<file path="src/seb_pkg.sv">
// ----------------------------------------------------------------------------
// Serial EEPROM bit controller package
// Command and action codes, packet lengths and the result record.
// ----------------------------------------------------------------------------
package seb_pkg;

	localparam int unsigned FUNC_W = 2;
	localparam int unsigned ACT_W = 2;
	localparam int unsigned ADDR_W = 14;
	localparam int unsigned DATA_BITS = 64;
	localparam int unsigned READ_BITS = 68;
	localparam int unsigned READ_DUMMY = 4;
	localparam int unsigned HEADER_BITS = 2;
	localparam int unsigned ADDR_LEN_SHORT = 6;
	localparam int unsigned ADDR_LEN_LONG = 14;
	localparam int unsigned IDX_W = 7;
	localparam int unsigned SHIFT_W = 4;

	localparam logic [FUNC_W-1:0] FUNC_SLOT = 2'd0;
	localparam logic [FUNC_W-1:0] FUNC_READ = 2'd1;
	localparam logic [FUNC_W-1:0] FUNC_WRITE = 2'd2;

	localparam logic [ACT_W-1:0] ACT_IDLE = 2'd0;
	localparam logic [ACT_W-1:0] ACT_DRIVE = 2'd1;
	localparam logic [ACT_W-1:0] ACT_SAMPLE = 2'd2;

	typedef struct packed {
		logic [ACT_W-1:0] action;
		logic bit_out;
		logic read_done;
		logic [DATA_BITS-1:0] read_data;
		logic write_sent;
	} result_t;

endpackage

</file>
<file path="src/serial_eeprom_bit_controller.sv">
// ----------------------------------------------------------------------------
// Serial EEPROM bit controller
// Sends read and write packets and gathers read data, one bus slot per slot item.
// ----------------------------------------------------------------------------
// Channel   Direction  Handshake                Payload
// in        input      in_valid / in_stall      func, address, write_data, line_in
// out       output     out_valid / out_stall    action, bit_out, read_done,
//                                               read_data, write_sent
// cfg       input      cfg_valid / cfg_ready    short_address
//
// A new item is taken whenever in_stall is low; each bus slot's result is registered.
// The packet state and the output register update in the same clocked block.
// A two-entry output stage (result register plus skid register) lets input
// continue while a result waits; in_stall rises only when both are full.
// Reset clears the packet state, selects short addresses and empties the output.
// cfg_ready is always high.
module serial_eeprom_bit_controller (
	input  logic                                clk,
	input  logic                                arst_n,
	input  logic                                in_valid,
	output logic                                in_stall,
	input  logic [seb_pkg::FUNC_W-1:0]          func,
	input  logic [seb_pkg::ADDR_W-1:0]          address,
	input  logic [seb_pkg::DATA_BITS-1:0]       write_data,
	input  logic                                line_in,
	output logic                                out_valid,
	input  logic                                out_stall,
	output logic [seb_pkg::ACT_W-1:0]           action,
	output logic                                bit_out,
	output logic                                read_done,
	output logic [seb_pkg::DATA_BITS-1:0]       read_data,
	output logic                                write_sent,
	input  logic                                cfg_valid,
	output logic                                cfg_ready,
	input  logic                                short_address
);

	typedef enum logic [1:0] {
		PH_IDLE,
		PH_SEND_READ,
		PH_RECEIVE,
		PH_SEND_WRITE
	} phase_t;

	phase_t phase_q, phase_d;
	logic [seb_pkg::IDX_W-1:0] idx_q, idx_d;
	logic [seb_pkg::ADDR_W-1:0] addr_q, addr_d;
	logic [seb_pkg::DATA_BITS-1:0] shift_q, shift_d;
	logic short_q;

	seb_pkg::result_t out_q, skid_q, res;
	logic out_valid_q, skid_valid_q, res_valid;

	logic in_acc, out_take;
	logic [seb_pkg::SHIFT_W-1:0] addr_len, addr_sh;
	logic [seb_pkg::IDX_W-1:0] addr_end, data_end;
	logic addr_bit;

	assign in_acc = in_valid & ~in_stall;
	assign out_take = out_valid_q & ~out_stall;
	assign in_stall = skid_valid_q;
	assign cfg_ready = 1'b1;

	assign addr_len = short_q ? seb_pkg::SHIFT_W'(seb_pkg::ADDR_LEN_SHORT)
		: seb_pkg::SHIFT_W'(seb_pkg::ADDR_LEN_LONG);
	assign addr_end = seb_pkg::IDX_W'(seb_pkg::HEADER_BITS) + seb_pkg::IDX_W'(addr_len);
	assign data_end = addr_end + seb_pkg::IDX_W'(seb_pkg::DATA_BITS);
	assign addr_sh = addr_len + seb_pkg::SHIFT_W'(1) - idx_q[seb_pkg::SHIFT_W-1:0];
	assign addr_bit = addr_q[addr_sh];

	always_comb begin
		phase_d = phase_q;
		idx_d = idx_q;
		addr_d = addr_q;
		shift_d = shift_q;
		res = '0;
		res_valid = 1'b0;
		if (in_acc) begin
			case (func)
				seb_pkg::FUNC_READ, seb_pkg::FUNC_WRITE: begin
					if (phase_q == PH_IDLE) begin
						addr_d = address;
						idx_d = '0;
						if (func == seb_pkg::FUNC_READ) begin
							shift_d = '0;
							phase_d = PH_SEND_READ;
						end else begin
							shift_d = write_data;
							phase_d = PH_SEND_WRITE;
						end
					end
				end
				seb_pkg::FUNC_SLOT: begin
					res_valid = 1'b1;
					case (phase_q)
						PH_SEND_READ: begin
							res.action = seb_pkg::ACT_DRIVE;
							if (idx_q < seb_pkg::IDX_W'(seb_pkg::HEADER_BITS)) begin
								res.bit_out = 1'b1;
								idx_d = idx_q + seb_pkg::IDX_W'(1);
							end else if (idx_q < addr_end) begin
								res.bit_out = addr_bit;
								idx_d = idx_q + seb_pkg::IDX_W'(1);
							end else begin
								phase_d = PH_RECEIVE;
								idx_d = '0;
							end
						end
						PH_RECEIVE: begin
							res.action = seb_pkg::ACT_SAMPLE;
							if (idx_q >= seb_pkg::IDX_W'(seb_pkg::READ_DUMMY)) begin
								shift_d = {shift_q[seb_pkg::DATA_BITS-2:0], line_in};
							end
							if (idx_q >= seb_pkg::IDX_W'(seb_pkg::READ_BITS - 1)) begin
								res.read_done = 1'b1;
								res.read_data = shift_d;
								phase_d = PH_IDLE;
								idx_d = '0;
							end else begin
								idx_d = idx_q + seb_pkg::IDX_W'(1);
							end
						end
						PH_SEND_WRITE: begin
							res.action = seb_pkg::ACT_DRIVE;
							if (idx_q < seb_pkg::IDX_W'(seb_pkg::HEADER_BITS)) begin
								res.bit_out = (idx_q == '0);
								idx_d = idx_q + seb_pkg::IDX_W'(1);
							end else if (idx_q < addr_end) begin
								res.bit_out = addr_bit;
								idx_d = idx_q + seb_pkg::IDX_W'(1);
							end else if (idx_q < data_end) begin
								res.bit_out = shift_q[seb_pkg::DATA_BITS-1];
								shift_d = {shift_q[seb_pkg::DATA_BITS-2:0], 1'b0};
								idx_d = idx_q + seb_pkg::IDX_W'(1);
							end else begin
								res.write_sent = 1'b1;
								phase_d = PH_IDLE;
								idx_d = '0;
							end
						end
						default: begin
							res.action = seb_pkg::ACT_IDLE;
						end
					endcase
				end
				default: begin
					res_valid = 1'b0;
				end
			endcase
		end
	end

	always_ff @(posedge clk or negedge arst_n) begin
		if (!arst_n) begin
			phase_q <= PH_IDLE;
			idx_q <= '0;
			addr_q <= '0;
			shift_q <= '0;
			short_q <= 1'b1;
			out_q <= '0;
			skid_q <= '0;
			out_valid_q <= 1'b0;
			skid_valid_q <= 1'b0;
		end else begin
			phase_q <= phase_d;
			idx_q <= idx_d;
			addr_q <= addr_d;
			shift_q <= shift_d;
			if (cfg_valid && cfg_ready) begin
				short_q <= short_address;
			end
			if (skid_valid_q) begin
				if (out_take) begin
					out_q <= skid_q;
					skid_valid_q <= 1'b0;
				end
			end else if (res_valid) begin
				if (!out_valid_q || out_take) begin
					out_q <= res;
					out_valid_q <= 1'b1;
				end else begin
					skid_q <= res;
					skid_valid_q <= 1'b1;
				end
			end else if (out_take) begin
				out_valid_q <= 1'b0;
			end
		end
	end

	assign out_valid = out_valid_q;
	assign action = out_q.action;
	assign bit_out = out_q.bit_out;
	assign read_done = out_q.read_done;
	assign read_data = out_q.read_data;
	assign write_sent = out_q.write_sent;

endmodule

</file>
<file path="config.mk">
export PLATFORM = sky130hd
export DESIGN_NAME = serial_eeprom_bit_controller
export DESIGN_NICKNAME = d
export VERILOG_FILES = /design/src/seb_pkg.sv /design/src/serial_eeprom_bit_controller.sv
export SDC_FILE = /design/constraint.sdc
export NUM_CORES = 1
export LEC_CHECK = 0
export BUFFER_PORTS_ARGS = -buffer_cell sky130_fd_sc_hd__buf_2
export CAP_MARGIN = 20
export CORE_MARGIN = 5
export CORE_UTILIZATION = 47
export DETAILED_ROUTE_END_ITERATION = 16
export PLACE_DENSITY = 0.74
export RECOVER_POWER = 25
export SLEW_MARGIN = 10
export SYNTH_ARGS = -nofsm -noshare
export SYNTH_HDL_FRONTEND = slang
export SYNTH_SLANG_ARGS = --single-unit
</file>
<file path="constraint.sdc">
create_clock -name clk -period 2.3 [get_ports clk]
set_input_delay 0.345 -clock clk [delete_from_list [all_inputs] [get_ports clk]]
set_output_delay 0.345 -clock clk [all_outputs]
set_load 0.02 [all_outputs]
</file>
# == Word level (Yosys, flattened, before mapping) ==
# Index checks and enable logic that the tools add are counted.
# classes
addsub,5
magnitude_cmp,6
eq_ne,17
n_mux,58
bitwise_logic,5
reduce_logical,18
# ops
op,n
69-bit 2-to-1 mux,6
64-bit 2-to-1 mux,6
64-bit one-hot mux with 2 select lines,2
65-bit 2-to-1 mux,2
7-bit 2-to-1 mux,7
3-bit != test (second input constant),8
7-bit one-hot mux with 3 select lines,1
1-bit 2-to-1 mux,19
2-bit 2-to-1 mux,8
7-bit one-hot mux with 2 select lines,1
3-bit AND reduction,4
10-bit AND reduction,1
2-bit one-hot mux with 2 select lines,2
2-bit nonzero test,4
5-bit by 7-bit adder with 7-bit output (second input constant),1
7-bit by 1-bit adder with 7-bit output (second input constant),1
7-bit by 3-bit greater-or-equal comparator with 1-bit output (second input constant),1
7-bit greater-or-equal comparator (second input constant),1
7-bit logical NOT,1
7-bit by 2-bit < comparator with 1-bit output (second input constant),1
7-bit by 5-bit < comparator with 1-bit output,1
7-bit < comparator,1
7-bit AND reduction,1
2-bit == test (second input constant),3
19 further kinds,26
# word_totals
ff_bits,228
input_bits,87
output_inout_bits,72
word_cells,126

# == Logic depth before layout (Yosys ltp) ==
# Gate-level depths: netlist of run 1.
# logic_depth
word_depth,13
ltp_mapped,9
mapped_depth_nobuf,7

# == Worst setup path after synthesis of run 1 ==
# OpenSTA, ideal clock, no wires.
# synth_path
kind,register -> register
from,register short_q
to,register shift_q[0] (netlist bit)
setup_ns,0.127
t_arrival_ns,2.147
setup_slack_ns,0.026
stages_incl_launch_ff,9
n_path_buf,1
synth_period_minus_slack_ns,2.274
path_cell_list,dfstp_2 inv_1 ha_1 o21a_1 o32ai_2 a41o_1 a21o_1 buf_6 mux2_1
# synth_via
elab_chain_cells,6
elab_cells_between_ends,8
cone_classes,add/sub: 2; order compare: 2; eq/ne: 2; mux: 1; reduce/logical: 1
# synth_lines
item,line_no,source
from (decl),serial_eeprom_bit_controller.sv:49,logic short_q;
from (signal assigned),serial_eeprom_bit_controller.sv:170,short_q <= short_address;
4-bit 2-to-1 mux *,serial_eeprom_bit_controller.sv:64,assign addr_len = short_q ? seb_pkg::SHIFT_W'(seb_pkg::ADDR_LEN_SHORT)
2-bit by 4-bit adder with 5-bit output *,serial_eeprom_bit_controller.sv:66,assign addr_end = seb_pkg::IDX_W'(seb_pkg::HEADER_BITS) + seb_pkg::IDX_W'(addr_len);
5-bit by 7-bit adder with 7-bit output,serial_eeprom_bit_controller.sv:67,assign data_end = addr_end + seb_pkg::IDX_W'(seb_pkg::DATA_BITS);
7-bit < comparator,serial_eeprom_bit_controller.sv:131,end else if (idx_q < data_end) begin
3-bit != test (no line),--,
7-bit AND reduction (no line) *,--,
to (signal assigned),serial_eeprom_bit_controller.sv:168,shift_q <= shift_d;
to (decl),serial_eeprom_bit_controller.sv:48,"logic [seb_pkg::DATA_BITS-1:0] shift_q, shift_d;"
# Mark *: on every way between the ends. The rest lies on a longest branch, timed or not.
# A chain may end at the register's enable or synchronous reset.

# == Final worst setup path of run 1 ==
# layout_path
from,register short_q
to,register shift_q[21] (netlist bit)
# Same word-level chain as after synthesis.

==> results of run 1 <==
through the flow:
step	instance area, um^2	total power, mW	cells
2_1_floorplan	10460	8.972	978
3_3_place_gp	11600	10.39	1364
3_5_place_dp	11600	10.52	1364
4_1_cts	12580	14.98	1413
5_1_grt	12760	15.76	1421
6_report	12760	14.91	1421
logic make-up after synthesis:
kind of cell / synth area share
buffers and inverters: 0.05273
xor gates and xnor gates: 0.004185
other: 0.0003584
adders and majority gates: 0.008370
and+or+nand+nor: 0.1183
muxes: 0.02463
DFF: 0.5454
AOI/OAI and AO/OA: 0.2461
final cells by class:
type / count / area, um^2 / share of cell area
flip-flops and latches: 228 / 5708 / 0.4473
multi-input cells: 653 / 4332 / 0.3395
repair buffers: 202 / 1413 / 0.1107
clock buffers: 36 / 726.9 / 0.05697
well taps: 280 / 350.3 / 0.02746
clock inverters: 10 / 187.7 / 0.01471
inverters: 10 / 37.54 / 0.002942
diodes: 2 / 5.005 / 0.0003922
sequential cells by signal, indices dropped and copies added (netlist names):
register,count
action,2
out_valid,1
bit_out,1
skid_q,69
phase_q,2
addr_q,14
shift_q,64
in_stall,1
short_q,1
write_sent,1
read_done,1
read_data,64
idx_q,7
critical path, cell delays in order (launching register included):
cell	delay [ns]
dfstp_2	0.54
inv_2	0.05
ha_4	0.21
o21a_4	0.22
o32ai_4	0.28
a41o_2	0.30
a21o_4	0.15
buf_16	0.23
o2bb2ai_2	0.09
routing by layer:
| layer | track usage | part of all wire |
|---|---|---|
| met3 | 0.04582 | 0.058 |
| met1 | 0.2890 | 0.45 |
| met4 | 0.05273 | 0.024 |
| met2 | 0.3206 | 0.46 |
| met5 | 0 | 0.0013 |
cell usage in the layout, fill, tap and decap left out, types with 3 or more instances in the layout:
cell | netlist | routed
nor3_1 | 5 | 5
xnor2_1 | 4 | 4
o2bb2ai_2 | 60 | 59
buf_2 | 14 | 156
a21o_1 | 4 | 3
buf_12 | 7 | 13
nand2_1 | 211 | 210
mux2_2 | 15 | 15
a32o_1 | 5 | 5
dfrtp_1 | 227 | 226
clkbuf_1 | 56 | 5
mux4_2 | 3 | 3
clkbuf_8 | 0 | 6
a32oi_1 | 62 | 62
o21ai_1 | 65 | 64
a22o_1 | 4 | 4
nor2_1 | 76 | 75
a211oi_1 | 3 | 3
buf_4 | 2 | 21
buf_6 | 6 | 3
nand3_1 | 6 | 5
o2bb2ai_1 | 3 | 3
a21o_4 | 0 | 3
ha_1 | 7 | 5
o21ai_0 | 10 | 10
bufinv_16 | 0 | 5
clkbuf_16 | 0 | 29
inv_1 | 10 | 9
a31oi_1 | 67 | 67
a21oi_1 | 8 | 8
power by group:
part	switching [mW]	internal (mW)
clock network	1.61	2.76
registers	0.939	5.19
logic	2.54	1.87
total	5.09	9.82
worst paths after layout:
kind,startpoint,to,slack (ns)
max,short_q$_DFFE_PN1P_,shift_q[21]$_DFFE_PN0P_,0.08
min,short_address,short_q$_DFFE_PN1P_,0.05
max reg2reg,short_q$_DFFE_PN1P_,shift_q[21]$_DFFE_PN0P_,0.08
min reg2reg,skid_q[68]$_DFFE_PN0P_,skid_q[68]$_DFFE_PN0P_,0.48
max in group asynchronous,arst_n,read_data[39]$_DFFE_PN0P_,0.38
min in group asynchronous,arst_n,addr_q[4]$_DFFE_PN0P_,0.77
repair_timing:
| action | in CTS | in global routing |
|---|---|---|
| gates cloned | 1 | 6 |
| buffers inserted | 0 | 0 |
| hold buffers | 2 | 0 |
| pin swaps | 2 | 4 |
| endpoints found under the setup margin | 68 | 74 |
| hold endpoints to repair | 56 | 0 |
| gates resized for setup | 4 | 11 |
==> flow_metrics.tcl, run 1 <==
set metrics [dict create \
    dieHeight_um 159.2 \
    die_area_um2 25350 \
    wirelength_mm 26.49 \
    cts.sinks 228 \
    grt_max_degree 73 \
    die_w_um 159.2 \
    setup_violations 0 \
    pre_cts_slack_ns -0.01762 \
    yosys_register_bits 228 \
    drive_above_1_share 0.2985 \
    yosys.cell_types.count 56 \
    reg2regPathDepth 8 \
    avgRoutedWirePerCell_um 18.64 \
    vdd_ir_drop_max_mv 0.5082 \
    place.gp.congestion 0.8221 \
    hold_viol 0 \
    ctsLongestPathBuffers 3 \
    grt_pass1_vias 8150 \
    fin_crit_sh 0.9656 \
    synth_enable_flop_cells 0 \
    yosysMostFrequentCell "dfrtp_1" \
    hold_class "in -> reg" \
    syn_inst 978 \
    start_util 0.4780 \
    worst_slack_ns 0.07918 \
    port_buffers 157 \
    final_util 0.5829 \
    firstDrtPassIters 5 \
    synth_area_um2 10460 \
    coreArea_um2 21890 \
    synth_commonest_cells "dfrtp_1, nand2_1, nor2_1, a31oi_1, o21ai_1" \
    fin_tns_setup_ns 0 \
    arrival_ns 2.61 \
    hpwl_mm 17.69 \
    max_cap_violations 1 \
    synth.yosys.seq_area_share 0.5454 \
    routed_via_density 5.647 \
    crit_type "reg -> reg" \
    via_count 8024 \
    synth_area_leaders "dfrtp_1, o2bb2ai_2, nand2_1" \
    detail-route-antenna-nets 0 \
    slew_violations 58 \
    p_per_area_nw_per_um2 1168 \
    holdPathStages 3 \
    gr-total-overflow 0 \
    ys_warn_count 0 \
    crit_path_end_kind "flop" \
    fin_nets 1214 \
    grt_pass1_wl_mm 43.57 \
    period_minus_slack_ns 2.221 \
    worst_pin_slew_ns 1.615 \
    pin_count 159 \
    avgSynthCellArea_um2 10.70 \
    synth_top_cell_by_area "dfrtp_1" \
    insertion_delay_ns 0.52 \
    antenna_found_initial 5 \
    cp.required_ns 2.69 \
    failed_checks "max-capacitance violations, max-slew violations" \
    cts_buffers 25 \
    rows 54 \
    path_clk_slew_ns 0.06 \
    drc 0 \
    synth_top_area_share 0.5429 \
    hold_ws_ns 0.04843 \
    max_slew_margin -0.07648 \
    fill_cells 1876 \
    tritoncts "built" \
    async_flop_share 1.000 \
    cp-start-kind "flop" \
    area_growth_syn_to_layout_pct 21.94 \
    rsz0062_at_grt "true" \
    status "finished with violations" \
    cts_root_buf "clkbuf_16" \
    synth_nets 1072 \
    ys.flop_type "dfrtp_1" \
    grt_util_all_layers 0.2040 \
    fin_skew_ns 0.01514 \
    power.leakage_nw 5.384 \
    drt_iter0_drc 571 \
    htreeDepth 1 \
    fmax_mhz 450.3 \
    worstPathMaxFanout 32 \
]
No activity file was read; power rests on OpenSTA's default activity.
==> run 2, diff against run 1 <==
- PLACE_DENSITY: 0.74 -> 0.79
==> run 2 against run 1 <==
The flow finishes with violations (negative setup slack). Non-clock buffer count up 9. Via count increased by 2.3%. Critical endpoint is now shift_q[0]$_DFFE_PN0P_. Clock skew barely moved.
==> flow_metrics.tcl, run 2 (synthesized netlist as in run 1, its figures left out) <==
set metrics [dict create \
    rsz0062_at_grt "true" \
    power.leakage_nw 5.389 \
    area_growth_syn_to_layout_pct 21.56 \
    cp.required_ns 2.70 \
    tritoncts "built" \
    grt_util_all_layers 0.2000 \
    final_cell_mix "dfrtp_1, nand2_1, buf_2" \
    antenna_found_initial 7 \
    grt_pass1_vias 8022 \
    avgRoutedWirePerCell_um 18.88 \
    via_count 8207 \
    wirelength_mm 26.94 \
    fin_crit_sh 1.000 \
    crit_type "reg -> reg" \
    holdPathStages 3 \
    hpwl_mm 17.38 \
    cts_root_buf "clkbuf_16" \
    final_cells 1427 \
    firstDrtPassIters 5 \
    layout_commonest_cell "dfrtp_1" \
    detail-route-antenna-nets 0 \
    rows 54 \
    status "finished with violations" \
    fmax_mhz 434.7 \
    cts.sinks 228 \
    cp-start-kind "flop" \
    largest_reg_flops 69 \
    hold_viol 0 \
    drc 0 \
    failed_checks "negative setup slack" \
    p_per_area_nw_per_um2 1140 \
    path_clk_slew_ns 0.06 \
    max_slew_margin 0.2463 \
    start_util 0.4780 \
    slew_violations 0 \
    insertion_delay_ns 0.51 \
    worst_pin_slew_ns 1.131 \
    reg2regPathDepth 7 \
    fin_skew_ns 0.01496 \
    ctsLongestPathBuffers 3 \
    worst_slack_ns -0.0001947 \
    final_util 0.5810 \
    hold_ws_ns 0.04849 \
    worstPathMaxFanout 6 \
    crit_path_end_kind "flop" \
    dpl.cell_count 1369 \
    period_minus_slack_ns 2.300 \
    die_area_um2 25350 \
    fin_nets 1222 \
    setup_violations 1 \
    grt_pass1_wl_mm 43.04 \
    coreArea_um2 21890 \
    drive_above_1_share 0.3045 \
    place.gp.congestion 0.8388 \
    gr-total-overflow 0 \
    routed_via_density 5.751 \
    vdd_ir_drop_max_mv 0.5729 \
    die_w_um 159.2 \
    hold_class "in -> reg" \
    htreeDepth 1 \
    max_cap_violations 0 \
    port_buffers 157 \
    dieHeight_um 159.2 \
    top_register "skid_q" \
    drt_iter0_drc 490 \
    fin_tns_setup_ns -0.0001947 \
    arrival_ns 2.70 \
    grt_max_degree 79 \
    cts_buffers 24 \
    pin_count 159 \
]
-- run 2: cell count changes in the layout (fill, tap and decap cells not counted), sizes merged --
cell      before  now
buf          195  200
bufinv         5    0
clkbuf        41   48
clkinv         2    4
clkinvlp       2    1
diode          2    1
inv           11   10
-- run 2: report_power, final --
| group | total (mW) | internal [mW] | switching [mW] | leakage, nW |
|---|---|---|---|---|
| combinational | 4.44 | 1.90 | 2.55 | 2.04 |
| sequential | 6.15 | 5.19 | 0.954 | 2.95 |
| clock | 3.91 | 2.34 | 1.57 | 0.407 |
| total | 14.5 | 9.43 | 5.07 | 5.39 |
-- run 2: final cells by class --
cell class | instances | area, um^2
flip-flops and latches | 228 | 5708
diodes | 1 | 2.502
fillers | 1808 | 9171
multi-input cells | 653 | 4323
clock buffers | 39 | 788.3
clock inverters | 5 | 31.28
well taps | 280 | 350.3
repair buffers | 211 | 1479
inverters | 10 | 37.54
-- run 2: layer usage --
layer / vias to the layer above / GRT usage / wire (um)
li1: 3866 / - / -
met4: 12 / 0.03800 / 387
met1: 4033 / 0.2814 / 11910
met2: 253 / 0.3162 / 12550
met3: 43 / 0.05436 / 1996
met5: - / 0 / 87
-- run 2: path summary, 6_finish.rpt --
check / to / start / slack (ns)
setup / recovery: shift_q[0]$_DFFE_PN0P_ / short_q$_DFFE_PN1P_ / -0.0002
hold / removal: short_q$_DFFE_PN1P_ / short_address / 0.05
setup reg to reg: shift_q[0]$_DFFE_PN0P_ / short_q$_DFFE_PN1P_ / -0.0002
min in group asynchronous: addr_q[4]$_DFFE_PN0P_ / arst_n / 0.60
hold reg to reg: skid_q[0]$_DFFE_PN0P_ / skid_q[0]$_DFFE_PN0P_ / 0.48
max in group asynchronous: read_data[38]$_DFFE_PN0P_ / arst_n / 0.36
-- run 2: repair_timing --
action,in CTS,in global routing
gates resized for setup,4,9
buffers inserted,0,2
cloned,1,8
hold endpoints to repair,71,0
pin swaps,3,3
setup endpoints to repair,63,122
hold buffers,2,0
-- run 2: per-stage QoR --
| stage | area (um^2) | total power [mW] | setup WS (ns) |
|---|---|---|---|
| floorplan | 10460 | 8.972 | 0.02569 |
| global placement | 11630 | 10.40 | -0.01927 |
| detailed placement | 11630 | 10.52 | -0.05465 |
| CTS | 12510 | 14.47 | 0.006304 |
| global route | 12720 | 15.25 | -0.07361 |
| finish | 12720 | 14.50 | -0.0001947 |
-- run 2: critical path: stages, from the launching register on --
cell and delay, ns:
dfstp_2 0.54, inv_2 0.05, ha_4 0.21, o21a_4 0.23, o32ai_4 0.30, a41o_1 0.32
a21o_4 0.22, mux2_4 0.32
